<file path="src/rtl/bcc_pkg.sv">
`timescale 1ns / 1ps
// ----------------------------------------------------------------------------
// Button click classifier package
// Phase and click codes, register indexes, reset values and word widths.
// ----------------------------------------------------------------------------
package bcc_pkg;

   // Word widths on the stream and register ports
   localparam int REQ_DATA_WIDTH = 8;
   localparam int RSP_DATA_WIDTH = 8;
   localparam int CSR_ADDR_WIDTH = 2;
   localparam int CSR_DATA_WIDTH = 8;
   localparam int THRESH_WIDTH   = 8;

   // Default elapsed-tick counter width
   localparam int TICK_COUNT_WIDTH = 8;

   // Register reset values
   localparam logic [THRESH_WIDTH-1:0] DEBOUNCE_RESET = 8'd3;
   localparam logic [THRESH_WIDTH-1:0] LONG_PRESS_RESET = 8'd100;
   localparam logic [THRESH_WIDTH-1:0] DOUBLE_WINDOW_RESET = 8'd50;

   typedef enum logic [2:0] {
      PHASE_IDLE     = 3'd0,
      PHASE_DEBOUNCE = 3'd1,
      PHASE_HELD     = 3'd2,
      PHASE_WAIT     = 3'd3
   } phase_type;

   typedef enum logic [1:0] {
      KIND_NONE   = 2'd0,
      KIND_SHORT  = 2'd1,
      KIND_LONG   = 2'd2,
      KIND_DOUBLE = 2'd3
   } kind_type;

   typedef enum logic [CSR_ADDR_WIDTH-1:0] {
      CSR_DEBOUNCE      = 2'd0,
      CSR_LONG_PRESS    = 2'd1,
      CSR_DOUBLE_WINDOW = 2'd2
   } csr_index_type;

endpackage

</file>
<file path="src/rtl/button_click_classifier_unit.sv">
`timescale 1ns / 1ps
// ----------------------------------------------------------------------------
// Button click classifier
// Debounces a sampled button level and reports short, long and double clicks.
// ----------------------------------------------------------------------------
// Each request word carries one button sample (pressed, tick) and produces
// exactly one response word holding a click code (none, short, long, double).
// A word is taken every clock cycle while the response register is empty or
// being drained, so throughput is one word per cycle and the response appears
// in the cycle after its request is taken. The rate is set by the single
// phase/counter update, which is a few compares and a counter increment. The
// elapsed counter counts ticks, saturates, and restarts on every phase change.
// The user must write the three 8-bit csr thresholds while idle (not enforced).
// ----------------------------------------------------------------------------
module button_click_classifier_unit #(
   parameter int TickCountWidth = bcc_pkg::TICK_COUNT_WIDTH
) (
   input  logic                                clock,
   input  logic                                reset,
   // req_tdata: [0] pressed, [1] tick, [7:2] zero
   input  logic                                req_tvalid,
   output logic                                req_tready,
   input  logic [bcc_pkg::REQ_DATA_WIDTH-1:0]  req_tdata,
   // rsp_tdata: [1:0] click_kind, [7:2] zero
   output logic                                rsp_tvalid,
   input  logic                                rsp_tready,
   output logic [bcc_pkg::RSP_DATA_WIDTH-1:0]  rsp_tdata,
   input  logic                                csr_we,
   input  logic [bcc_pkg::CSR_ADDR_WIDTH-1:0]  csr_addr,
   input  logic [bcc_pkg::CSR_DATA_WIDTH-1:0]  csr_wdata
);
   import bcc_pkg::*;

   localparam int CmpWidth = (TickCountWidth > THRESH_WIDTH) ? TickCountWidth : THRESH_WIDTH;
   localparam logic [TickCountWidth-1:0] ElapsedMax = {TickCountWidth{1'b1}};

   logic [THRESH_WIDTH-1:0]   debounce_ff;
   logic [THRESH_WIDTH-1:0]   long_press_ff;
   logic [THRESH_WIDTH-1:0]   double_window_ff;

   phase_type                 phase_ff, phase_in;
   logic [TickCountWidth-1:0] elapsed_ff, elapsed_in;
   logic                      second_ff, second_in;
   logic                      rsp_valid_ff, rsp_valid_in;
   kind_type                  kind_ff, kind_in;

   logic                      accept;
   logic                      pressed;
   logic                      tick;
   logic [CmpWidth-1:0]       elapsed_wide;
   logic                      debounce_done;
   logic                      long_reached;
   logic                      window_done;

   assign pressed = req_tdata[0];
   assign tick    = req_tdata[1];

   // Take a word whenever the response register is free or draining
   assign req_tready = !rsp_valid_ff || rsp_tready;
   assign accept     = req_tvalid && req_tready;

   // Compare at a common width: thresholds beyond the counter are never met
   assign elapsed_wide  = CmpWidth'(elapsed_ff);
   assign debounce_done = elapsed_wide >= CmpWidth'(debounce_ff);
   assign long_reached  = elapsed_wide >= CmpWidth'(long_press_ff);
   assign window_done   = elapsed_wide >= CmpWidth'(double_window_ff);

   // Next phase
   always_comb begin
      phase_in = phase_ff;
      case (phase_ff)
         PHASE_DEBOUNCE: begin
            if (debounce_done) begin
               phase_in = pressed ? PHASE_HELD : PHASE_IDLE;
            end
         end
         PHASE_HELD: begin
            if (!pressed) begin
               if (long_reached || second_ff) begin
                  phase_in = PHASE_IDLE;
               end else begin
                  phase_in = PHASE_WAIT;
               end
            end
         end
         PHASE_WAIT: begin
            if (window_done) begin
               phase_in = PHASE_IDLE;
            end else if (pressed) begin
               phase_in = PHASE_DEBOUNCE;
            end
         end
         default: begin
            if (pressed) begin
               phase_in = PHASE_DEBOUNCE;
            end
         end
      endcase
   end

   // Click code and second-press mark
   always_comb begin
      kind_in   = KIND_NONE;
      second_in = second_ff;
      case (phase_ff)
         PHASE_HELD: begin
            if (!pressed) begin
               if (long_reached) begin
                  kind_in = KIND_LONG;
               end else if (second_ff) begin
                  kind_in = KIND_DOUBLE;
               end
            end
         end
         PHASE_WAIT: begin
            if (window_done) begin
               kind_in = KIND_SHORT;
            end else if (pressed) begin
               second_in = 1'b1;
            end
         end
         default: begin
            kind_in = KIND_NONE;
         end
      endcase
      // Drop the mark on every return to idle
      if (phase_in == PHASE_IDLE) begin
         second_in = 1'b0;
      end
   end

   // Restart the counter on a phase change, else count ticks and saturate
   always_comb begin
      elapsed_in = elapsed_ff;
      if (phase_in != phase_ff) begin
         elapsed_in = '0;
      end else if (tick && (elapsed_ff != ElapsedMax)) begin
         elapsed_in = elapsed_ff + TickCountWidth'(1);
      end
   end

   // Hold the response word until it is taken
   assign rsp_valid_in = accept || (rsp_valid_ff && !rsp_tready);

   always_ff @(posedge clock) begin
      if (reset) begin
         phase_ff     <= PHASE_IDLE;
         elapsed_ff   <= '0;
         second_ff    <= 1'b0;
         rsp_valid_ff <= 1'b0;
      end else begin
         rsp_valid_ff <= rsp_valid_in;
         if (accept) begin
            phase_ff   <= phase_in;
            elapsed_ff <= elapsed_in;
            second_ff  <= second_in;
         end
      end
   end

   always_ff @(posedge clock) begin
      if (accept) begin
         kind_ff <= kind_in;
      end
   end

   // Threshold registers
   always_ff @(posedge clock) begin
      if (reset) begin
         debounce_ff      <= DEBOUNCE_RESET;
         long_press_ff    <= LONG_PRESS_RESET;
         double_window_ff <= DOUBLE_WINDOW_RESET;
      end else if (csr_we) begin
         case (csr_addr)
            CSR_DEBOUNCE:      debounce_ff      <= csr_wdata[THRESH_WIDTH-1:0];
            CSR_LONG_PRESS:    long_press_ff    <= csr_wdata[THRESH_WIDTH-1:0];
            CSR_DOUBLE_WINDOW: double_window_ff <= csr_wdata[THRESH_WIDTH-1:0];
            default: begin
            end
         endcase
      end
   end

   assign rsp_tvalid = rsp_valid_ff;
   assign rsp_tdata  = {{(RSP_DATA_WIDTH-2){1'b0}}, kind_ff};

endmodule

</file>
<file path="config.mk">
export PLATFORM = sky130hd
export DESIGN_NAME = button_click_classifier_unit
export DESIGN_NICKNAME = d
export VERILOG_FILES = /design/src/rtl/bcc_pkg.sv /design/src/rtl/button_click_classifier_unit.sv
export SDC_FILE = /design/constraint.sdc
export NUM_CORES = 1
export LEC_CHECK = 0
export ABC_AREA = 1
export CORE_MARGIN = 2
export CORE_UTILIZATION = 45
export DETAILED_ROUTE_END_ITERATION = 8
export DONT_BUFFER_PORTS = 1
export SLEW_MARGIN = 20
export SYNTH_ARGS = -nofsm -noshare
export SYNTH_HDL_FRONTEND = slang
export SYNTH_SLANG_ARGS = --single-unit
</file>
<file path="constraint.sdc">
create_clock -name clock -period 2.01 [get_ports clock]
set_clock_uncertainty 0.05 [all_clocks]
set_input_delay 0.201 -clock clock [delete_from_list [all_inputs] [get_ports clock]]
set_output_delay 0.201 -clock clock [all_outputs]
set_load 0.02 [all_outputs]
</file>
==> impl_results.md, run 1 <==
- Final setup viols: 8
- Startpoint types: register
- Skew-Pair Late Insertion Delay: 0.29 ns
- Die extent in y: 77.14 um
- H-tree Lvls: 2
- Core area: 5140 um^2
- Non-filler cells in the finished layout: 442
- R2R Path End: elapsed_ff[1]
- Num CTS Buffers: 5
- HP Class: in2reg
- CTS root buf: clkbuf_8
- Run status: finished, violations left
- Vias per cell: 4.885
- Initial antenna violation count: 0
- Seq/Total Area, Yosys: 0.3326
- Layout Nets: 419
- Failing checks: negative setup slack
- Area of the die: 5951 um^2
- Flops & latches, synth: 39
- Total wire length: 5406 um
- CTS tree: done
- Worst path required time: 2.18 ns
- Crit path DAT: 2.36 ns
- DP Wirelength: 3895 um
- First-pass GRT wire length: 9611 um
- Setup ws final: -0.1818 ns
- Post-Syn Area: 2407 um^2
- Reg2reg start: debounce_ff[6]
- Worst Hold Launch: csr_wdata[0]
- Crit end category: register
- Hold Path Cell Cnt: 2
- Mean Syn Cell Area: 7.208 um^2
- Worst hold endpoint: long_press_ff[0]
- Clk sinks: 39
- Post-DRT Antenna Nets: 0
- Hold_ws: 0.008333 ns
- Ys flop type: dfxtp_1
- Placer Congestion: 0.8602
- Num ports: 33
- Setup slack, reg-to-reg: -0.18 ns
- Power Density: 697.7 nW/um^2
- Drt wl/cell: 12.23 um
- Final Hold Fails: 0
- Layout Area Growth over Synthesis: 25.21%
- Length of the first detailed-routing pass in iterations: 4
- Synth cell types: 33
- CTS Buffer Depth: 2
- Crit-path max FO: 8
- Fraction of registers with async set/reset: 0
- Final Max Slew Viols: 0
- Gr usage total: 0.1995
- Total gr overflow: 0
- Unrepaired setup endpoints after global routing: true
- Ratio of cells with drive above 1 in the final layout: 0.2285
- Initial core utilization: 0.4684
- IO buf count: 0
- Share of the clock period used by the worst path: 1.090
- WS Path Type: reg2reg
- Worst VDD drop: 297.2 uV
- Largest net degree at the start of global routing: 25
- Yosys warning count: 0
- Max Fclk: 456.3 MHz
- Placed instance count: 423
- Die W: 77.14 um
- Post-layout min period: 2.192 ns
- Max cap viols: 0
- Site row count: 26
- Worst reg2reg path depth: 15
- Pleak: 1.440 nW
- Routed via count: 2159
- Number of diodes: 0
- Vias in the first global route: 2106
- Initial DRC count: 76
- Post-synthesis instance total: 334
- Remaining DRCs: 0
- Number of enable flip-flop cells after synthesis: 2
- Clock slew at reported path FFs: 0.08 ns
-- report_power, final --
group | internal, mW | switching [mW]
combinational | 0.243 | 0.311
clock | 0.402 | 0.280
sequential | 0.828 | 0.0398
total | 1.47 | 0.631
-- synth_stat cells (2+ instances only) --
library cell	n	share of area
o211ai_1	7	0.022
dfxtp_1	37	0.31
nor2_1	22	0.034
nor3_1	3	0.0062
a21oi_1	35	0.073
o21ai_0	18	0.037
nand3_2	2	0.0083
buf_4	6	0.019
inv_2	3	0.0047
nor2_2	4	0.010
nand3_1	18	0.037
xor2_1	5	0.018
nand2_1	66	0.10
clkbuf_1	4	0.0062
a21o_1	2	0.0062
nand4_1	7	0.018
ha_1	25	0.13
edfxtp_1	2	0.025
inv_1	52	0.081
buf_2	3	0.0062
-- per-stage QoR --
| stage | power [mW] | area [um^2] | util | setup TNS (ns) | setup WS, ns |
|---|---|---|---|---|---|
| finish | 2.103 | 3014 | 0.5864 | -1.224 | -0.1818 |
| global route | 2.248 | 3014 | 0.5864 | -3.231 | -0.4188 |
| CTS | 2.108 | 2982 | 0.5801 | -1.075 | -0.1547 |
| detailed placement | 1.347 | 2685 | 0.5224 | -1.417 | -0.1890 |
| global placement | 1.336 | 2685 | 0.5224 | -1.178 | -0.1522 |
| floorplan | 1.223 | 2470 | - | -0.04997 | -0.007159 |
-- how the worst max path moves through the flow --
stage / slack, ns / to / depth (start not counted) / from
after CTS: -0.15 / elapsed_ff[1] / 19 / elapsed_ff[0]
after global placement: -0.15 / elapsed_ff[0] / 12 / elapsed_ff[7]
final: -0.18 / elapsed_ff[1] / 15 / debounce_ff[6]
after global routing: -0.42 / elapsed_ff[0] / 16 / double_window_ff[5]
after detailed placement: -0.19 / elapsed_ff[4] / 13 / debounce_ff[7]
after floorplan: -0.007 / elapsed_ff[0] / 13 / elapsed_ff[7]
-- critical path: stages (launching register included) --
cell and delay [ns]:
dfxtp_1 0.31, inv_1 0.05, ha_1 0.29, nand2_2 0.08, nor2_4 0.13, nand4_1 0.12, nand4_1 0.11, nand4_1 0.14
nand3_1 0.13, nand2_2 0.09, nor2_8 0.23, buf_6 0.14, nand2_2 0.04, nand3_2 0.06, nand2_1 0.05, nor2_1 0.10
-- area by class of cell --
| cell class | instances | area [um^2] |
|---|---|---|
| clock buffer | 6 | 82.58 |
| clock inverter | 2 | 35.03 |
| fill | 496 | 2126 |
| inverter | 55 | 209.0 |
| multi-input combinational | 232 | 1474 |
| sequential | 39 | 815.8 |
| tap | 70 | 87.58 |
| timing repair buffer | 38 | 310.3 |
-- flip-flops by register name (all words and copies together) (netlist names) --
signal,count
phase_ff,3
debounce_ff,8
second_ff,1
kind_ff,2
long_press_ff,8
rsp_tvalid,1
double_window_ff,8
elapsed_ff,8
-- per-layer routing --
metal / vias up / track usage / wire, um
met5: - / 0 / 0
met4: 0 / 0.05357 / 103
met3: 9 / 0.04118 / 180
met2: 32 / 0.3470 / 2608
met1: 970 / 0.2493 / 2513
li1: 1148 / - / -
-- cell families (layout without fill, tap and decap cells) --
family / count (synthesis) / after routing / synth area share
buf+inv: 69 / 101 / 0.1216
simple gates: 128 / 129 / 0.2422
compound gates: 67 / 67 / 0.1539
xor+xnor: 5 / 5 / 0.01819
fa+ha+maj: 25 / 25 / 0.1299
other cells: 1 / 6 / 0.001558
flops: 39 / 39 / 0.3326
-- repair_timing --
item                                    4_1_cts  5_1_grt
endpoints found under the hold margin        12        0
pin swaps                                     8        6
buffers inserted                              0        3
hold buffers                                  7        0
resized for setup                            28        2
gates cloned                                  1        0
endpoints found under the setup margin        8        9
-- cell usage in the layout, fill, tap and decap left out, types with 3 or more instances in the layout --
master / synthesis / final
dfxtp_1: 37 / 29
nor2_1: 22 / 20
nor3_1: 3 / 3
nand3_2: 2 / 3
dlygate4sd3_1: 0 / 7
conb_1: 1 / 6
buf_4: 6 / 29
nand2_2: 1 / 9
o211ai_1: 7 / 7
ha_4: 0 / 6
nand4_1: 7 / 7
inv_1: 52 / 46
dfxtp_2: 0 / 6
nand2_1: 66 / 58
a21oi_1: 35 / 34
nand3_1: 18 / 17
xor2_1: 5 / 5
nor2_2: 4 / 5
ha_1: 25 / 19
inv_2: 3 / 8
o21ai_0: 18 / 18
clkbuf_8: 0 / 6
(Power assumes the default switching activity.)
==> run 2: changes to the inputs <==
CELL_PAD_IN_SITES_DETAIL_PLACEMENT = 0   (was default)
CELL_PAD_IN_SITES_GLOBAL_PLACEMENT = 2   (was default)
CORE_UTILIZATION = 32   (was 45)
PLACE_DENSITY_LB_ADDON = 0.1   (was default)
SKIP_LAST_GASP = 1   (was default)
==> run 2 against run 1 <==
Against the previous run:
- the flow still finishes with violations (negative setup slack)
- global-route usage shrank 3.6 points
- count of clock-buffer cells in the layout grew 2
- critical path type unchanged
- utilization shrank 15 points
- die area grew 38%
- power shrank 2.0%
- register-to-register slack is essentially flat
- via count grew 0.83%
- non-clock buffer count grew 7
- critical path depth grew 4
- flip-flop and latch count is the same
==> impl_results.md, run 2 (synthesis gave the netlist of run 1 again) <==
- Final Hold Fails: 0 (unchanged)
- CTS root buf: clkbuf_8 (unchanged)
- Remaining DRCs: 0 (unchanged)
- CTS tree: done (unchanged)
- Share of the clock period used by the worst path: 1.092 (was 1.090)
- Layout Nets: 425 (was 419)
- Worst path required time: 2.19 ns (was 2.18 ns)
- Failing checks: negative setup slack (unchanged)
- Run status: finished, violations left (unchanged)
- Gr usage total: 0.1631 (was 0.1995)
- First-pass GRT wire length: 10580 um (was 9611 um)
- Post-layout min period: 2.195 ns (was 2.192 ns)
- Most common cell after layout, fill and taps aside: nand2_1 (unchanged)
- Initial core utilization: 0.3319 (was 0.4684)
- Most frequent cells in the layout: 56 x nand2_1, 43 x inv_1, 35 x buf_4, 32 x a21oi_1, 26 x dfxtp_1 (was 58 x nand2_1, 46 x inv_1, 34 x a21oi_1, 29 x dfxtp_1, 29 x buf_4)
- Die extent in y: 90.74 um (was 77.14 um)
- Area of the die: 8233 um^2 (was 5951 um^2)
- Max Fclk: 455.6 MHz (was 456.3 MHz)
- Initial DRC count: 52 (was 76)
- Ratio of cells with drive above 1 in the final layout: 0.2884 (was 0.2285)
- Unrepaired setup endpoints after global routing: true (unchanged)
- DP Area: 2774 um^2 (was 2685 um^2)
- IO buf count: 0 (unchanged)
- DP Wirelength: 4523 um (was 3895 um)
- Die W: 90.74 um (was 77.14 um)
- Fin util: 0.4335 (was 0.5864)
- CTS Buffer Depth: 2 (unchanged)
- Core area: 7253 um^2 (was 5140 um^2)
- H-tree Lvls: 2 (unchanged)
- Site row count: 31 (was 26)
- Routed via count: 2177 (was 2159)
- Total gr overflow: 0 (unchanged)
- Crit-path max FO: 4 (was 8)
- Total wire length: 6131 um (was 5406 um)
- Num ports: 33 (unchanged)
- Clock slew at reported path FFs: 0.08 ns (about the same)
- Worst VDD drop: 254.2 uV (was 297.2 uV)
- Fill count: 776 (was 496)
- Crit end category: register (unchanged)
- Largest net degree at the start of global routing: 34 (was 25)
- Number of diodes: 0 (unchanged)
- Clk sinks: 39 (unchanged)
- Skew-Pair Late Insertion Delay: 0.29 ns (about the same)
- Vias in the first global route: 2195 (was 2106)
- Max cap viols: 0 (unchanged)
- Drt wl/cell: 12.85 um (was 12.23 um)
- Startpoint types: register (unchanged)
- HP Class: in2reg (unchanged)
- Placer Congestion: 0.7548 (was 0.8602)
- Final setup viols: 8 (unchanged)
- Pleak: 1.455 nW (was 1.440 nW)
- Length of the first detailed-routing pass in iterations: 4 (unchanged)
- Num CTS Buffers: 5 (unchanged)
- Final Max Slew Viols: 0 (unchanged)
- WS Path Type: reg2reg (unchanged)
- Post-DRT Antenna Nets: 0 (unchanged)
- Layout Area Growth over Synthesis: 30.61% (was 25.21%)
- Setup ws final: -0.1849 ns (was -0.1818 ns)
- Final instance area: 3144 um^2 (was 3014 um^2)
- Crit path DAT: 2.37 ns (was 2.36 ns)
- Vias per cell: 4.564 (was 4.885)
- Power Density: 655.4 nW/um^2 (was 697.7 nW/um^2)
- Initial antenna violation count: 0 (unchanged)
==> run 2: final timing paths <==
| kind | end | slack (ns) | from | cells after the start |
|---|---|---|---|---|
| hold / removal | phase_ff[2] | 0.01 | req_tdata[0] | 3 |
| setup reg to reg | elapsed_ff[6] | -0.18 | elapsed_ff[0] | 19 |
| setup / recovery | elapsed_ff[6] | -0.18 | elapsed_ff[0] | 19 |
| hold reg to reg | double_window_ff[2] | 0.43 | double_window_ff[2] | 2 |
==> run 2: timing repair <==
item                                    4_1_cts  5_1_grt
hold buffers                                  7        0
buffers inserted                              2        1
endpoints found under the setup margin        8        9
gates resized for setup                      31       19
pin swaps                                    13       15
hold endpoints to repair                     13        0
==> run 2: per-stage QoR <==
stage / setup TNS, ns / hold WS, ns / setup slack [ns] / std cells / total power, mW
finish: -1.311 / 0.01390 / -0.1849 / 477 / 2.061
detailed placement: -1.503 / 0.2246 / -0.1986 / 459 / 1.374
global route: -2.995 / 0.03171 / -0.3943 / 477 / 2.212
floorplan: -0.04997 / 0.2201 / -0.007159 / 339 / 1.223
global placement: -1.355 / 0.2214 / -0.1841 / 459 / 1.370
CTS: -1.139 / 0.003581 / -0.1595 / 476 / 2.051
==> run 2: cell type report <==
cell class | instances | area, um^2 | area share
Tap cell | 99 | 123.9 | 0.03940
Sequential cell | 39 | 822.0 | 0.2614
Clock buffer | 8 | 100.1 | 0.03183
Timing Repair Buffer | 45 | 366.6 | 0.1166
Inverter | 55 | 209.0 | 0.06645
Multi-Input combinational cell | 231 | 1523 | 0.4843
==> run 2: worst max-delay path: stages (launching register included) <==
cell and delay (ns):
dfxtp_2 0.36, inv_4 0.05, ha_4 0.26, inv_2 0.02, nand2_1 0.04, nand2_1 0.04
nand2_1 0.05, nand2_1 0.05, nand2_1 0.07, nand2_2 0.07, nand4_1 0.07, nand4_1 0.16
nand3_1 0.14, nand2_2 0.10, nor2_8 0.18, buf_6 0.13, nand2_2 0.04, nand3_2 0.07
nand2_2 0.05, nor2_2 0.11
==> run 2: routing by layer <==
metal	vias to the layer above	global-route usage	part of all wire
met4	0	0.05128	0.014
met3	6	0.03673	0.032
met2	27	0.2749	0.48
li1	1160	-	-
met1	984	0.2063	0.47
met5	-	0	0
==> run 2: power breakdown <==
part,leakage [nW],switching [mW],internal (mW)
logic,1.07,0.324,0.264
clock network,0.0515,0.288,0.314
registers,0.329,0.0426,0.828
total,1.46,0.654,1.41
==> run 3: changes to the inputs <==
CORE_ASPECT_RATIO = 0.5   (was default)
==> run 3 against run 2 <==
Against the previous run:
- the flow still finishes with violations (negative setup slack)
- highest routed layer unchanged
- register-to-register slack worse by 0.08 ns
- design area decreased by 3.1%
- setup slack worse by 0.079 ns
- flip-flop and latch count stayed put
- utilization is 1.7 points lower
- fmax down 3.5%
- largest cell class unchanged
==> impl_results.md, run 3 (synthesis gave the netlist of run 1 again) <==
- Final setup viols: 8 (unchanged)
- Drt wl/cell: 13.41 um (was 12.85 um)
- Total wire length: 6181 um (was 6131 um)
- First-pass GRT wire length: 10080 um (was 10580 um)
- Fin Setup TNS: -1.904 ns (was -1.311 ns)
- Pleak: 1.430 nW (was 1.455 nW)
- Area of the die: 8275 um^2 (was 8233 um^2)
- Most frequent cells in the layout: 59 x nand2_1, 48 x inv_1, 32 x a21oi_1, 26 x dfxtp_1, 26 x buf_4 (was 56 x nand2_1, 43 x inv_1, 35 x buf_4, 32 x a21oi_1, 26 x dfxtp_1)
- Placer Congestion: 0.7523 (was 0.7548)
- Post-DRT Antenna Nets: 0 (unchanged)
- Number of diodes: 0 (unchanged)
- Length of the first detailed-routing pass in iterations: 4 (unchanged)
- Ratio of cells with drive above 1 in the final layout: 0.2329 (was 0.2884)
- Setup ws final: -0.2643 ns (was -0.1849 ns)
- Layout Nets: 413 (was 425)
- DP Wirelength: 4713 um (was 4523 um)
- H-tree Lvls: 2 (unchanged)
- Num CTS Buffers: 5 (unchanged)
- IO buf count: 0 (unchanged)
- Hold_ws: 0.004580 ns (was 0.01390 ns)
- Final Hold Fails: 0 (unchanged)
- Sequential power share: 0.390 (was 0.423)
- Startpoint types: register (unchanged)
- Unrepaired setup endpoints after global routing: true (unchanged)
- CTS tree: done (unchanged)
- Max Fclk: 439.7 MHz (was 455.6 MHz)
- HP Class: in2reg (unchanged)
- Clock slew at reported path FFs: 0.06 ns (was 0.08 ns)
- Vias per cell: 4.675 (was 4.564)
- Die W: 126.7 um (was 90.74 um)
- Crit end category: register (unchanged)
- Non-filler cells in the finished layout: 461 (was 477)
- DP Area: 2693 um^2 (was 2774 um^2)
- CTS root buf: clkbuf_16 (was clkbuf_8)
- Sw frac: 0.3037 (was 0.3175)
- Combinational power share: 0.250 (was 0.286)
- Final Max Slew Viols: 0 (unchanged)
- Skew-Pair Late Insertion Delay: 0.28 ns (was 0.29 ns)
- Gr usage total: 0.1600 (was 0.1631)
- Power Density: 733.7 nW/um^2 (was 655.4 nW/um^2)
- Share of the clock period used by the worst path: 1.131 (was 1.092)
- Internal power: 1.556 mW (was 1.407 mW)
- Routed via count: 2155 (was 2177)
- Core area: 7322 um^2 (was 7253 um^2)
- Layout Area Growth over Synthesis: 26.56% (was 30.61%)
- Run status: finished, violations left (unchanged)
- Remaining DRCs: 0 (unchanged)
- Placed instance count: 444 (was 459)
- Crit path DAT: 2.44 ns (was 2.37 ns)
- Die extent in y: 65.33 um (was 90.74 um)
- Total gr overflow: 0 (unchanged)
- Largest net degree at the start of global routing: 34 (unchanged)
- Clock power frac: 0.360 (was 0.292)
- Switching power of the nets: 0.6788 mW (was 0.6543 mW)
- Failing checks: negative setup slack (unchanged)
- Max cap viols: 0 (unchanged)
- Worst VDD drop: 298.6 uV (was 254.2 uV)
- Num ports: 33 (unchanged)
- Site row count: 22 (was 31)
- Crit-path max FO: 5 (was 4)
- WS Path Type: reg2reg (unchanged)
- Worst path required time: 2.18 ns (was 2.19 ns)
- Initial DRC count: 94 (was 52)
- Initial antenna violation count: 0 (unchanged)
- Final instance area: 3047 um^2 (was 3144 um^2)
- Most common cell after layout, fill and taps aside: nand2_1 (unchanged)
- Clk sinks: 39 (unchanged)
- CTS Buffer Depth: 2 (unchanged)
- Post-layout min period: 2.274 ns (was 2.195 ns)
- Vias in the first global route: 2029 (was 2195)
- Initial core utilization: 0.3288 (was 0.3319)
==> run 3: changes by cell type in the layout (fill, tap and decap cells not counted), sizes merged <==
| cell | before | now |
|---|---|---|
| buf | 38 | 27 |
| clkbuf | 8 | 6 |
| clkinv | 0 | 1 |
| dlygate4sd3 | 7 | 6 |
==> run 3: metal layers <==
layer | up-vias | share of wire | global-route usage
li1 | 1141 | - | -
met1 | 979 | 0.58 | 0.2413
met2 | 31 | 0.37 | 0.2223
met3 | 4 | 0.043 | 0.04479
met4 | 0 | 0.0074 | 0.03709
met5 | - | 0 | 0
==> run 3: layout make-up <==
class                   count  area [um^2]
fillers                   756         4275
multi-input cells         231         1484
flip-flops and latches     39        817.0
repair buffers             33        275.3
inverters                  55        206.4
clock buffers               6        138.9
well taps                  96        120.1
clock inverters             1        5.005
==> run 3: critical path, cell delays in order, from the launching register on <==
cell	delay, ns
dfxtp_2	0.33
inv_2	0.05
buf_4	0.14
ha_1	0.17
o21bai_1	0.12
nand2_1	0.06
nand2_1	0.06
nand2_1	0.06
nand4_1	0.14
nand4_1	0.20
nand3_2	0.15
nand2_4	0.07
nor2_8	0.19
buf_12	0.14
nand2_2	0.05
nand3_2	0.07
nand2_1	0.05
nor2_1	0.11
==> run 3: repair_timing <==
item / in CTS / in global routing
hold buffers: 6 / 0
setup buffers: 1 / 3
pin swaps: 8 / 13
endpoints found under the hold margin: 10 / 0
setup endpoints to repair: 8 / 9
gates resized for setup: 11 / 22
==> run 3: path summary, 6_finish.rpt <==
path                       start          endpoint  slack [ns]  cells after the start
setup / recovery   elapsed_ff[0]     elapsed_ff[3]       -0.26                     17
hold / removal      csr_wdata[5]  long_press_ff[5]       0.005                      2
setup reg to reg   elapsed_ff[0]     elapsed_ff[3]       -0.26                     17
hold reg to reg   debounce_ff[6]    debounce_ff[6]        0.41                      2
==> run 3: power by group through the flow <==
stage | combinational [mW] | clock [mW] | sequential, mW
after floorplan | 0.342 | 0 | 0.881
after global placement | 0.480 | 0 | 0.885
after detailed placement | 0.485 | 0 | 0.885
after CTS | 0.518 | 0.825 | 0.872
after global routing | 0.632 | 0.860 | 0.879
final | 0.559 | 0.804 | 0.872
==> run 3: stage by stage <==
stage / setup slack [ns] / total power [mW] / util
final: -0.2643 / 2.235 / 0.4161
after global routing: -0.4579 / 2.371 / 0.4161
after CTS: -0.2344 / 2.214 / 0.4033
after detailed placement: -0.2535 / 1.370 / 0.3677
after global placement: -0.2150 / 1.366 / 0.3677
after floorplan: -0.007159 / 1.223 / -
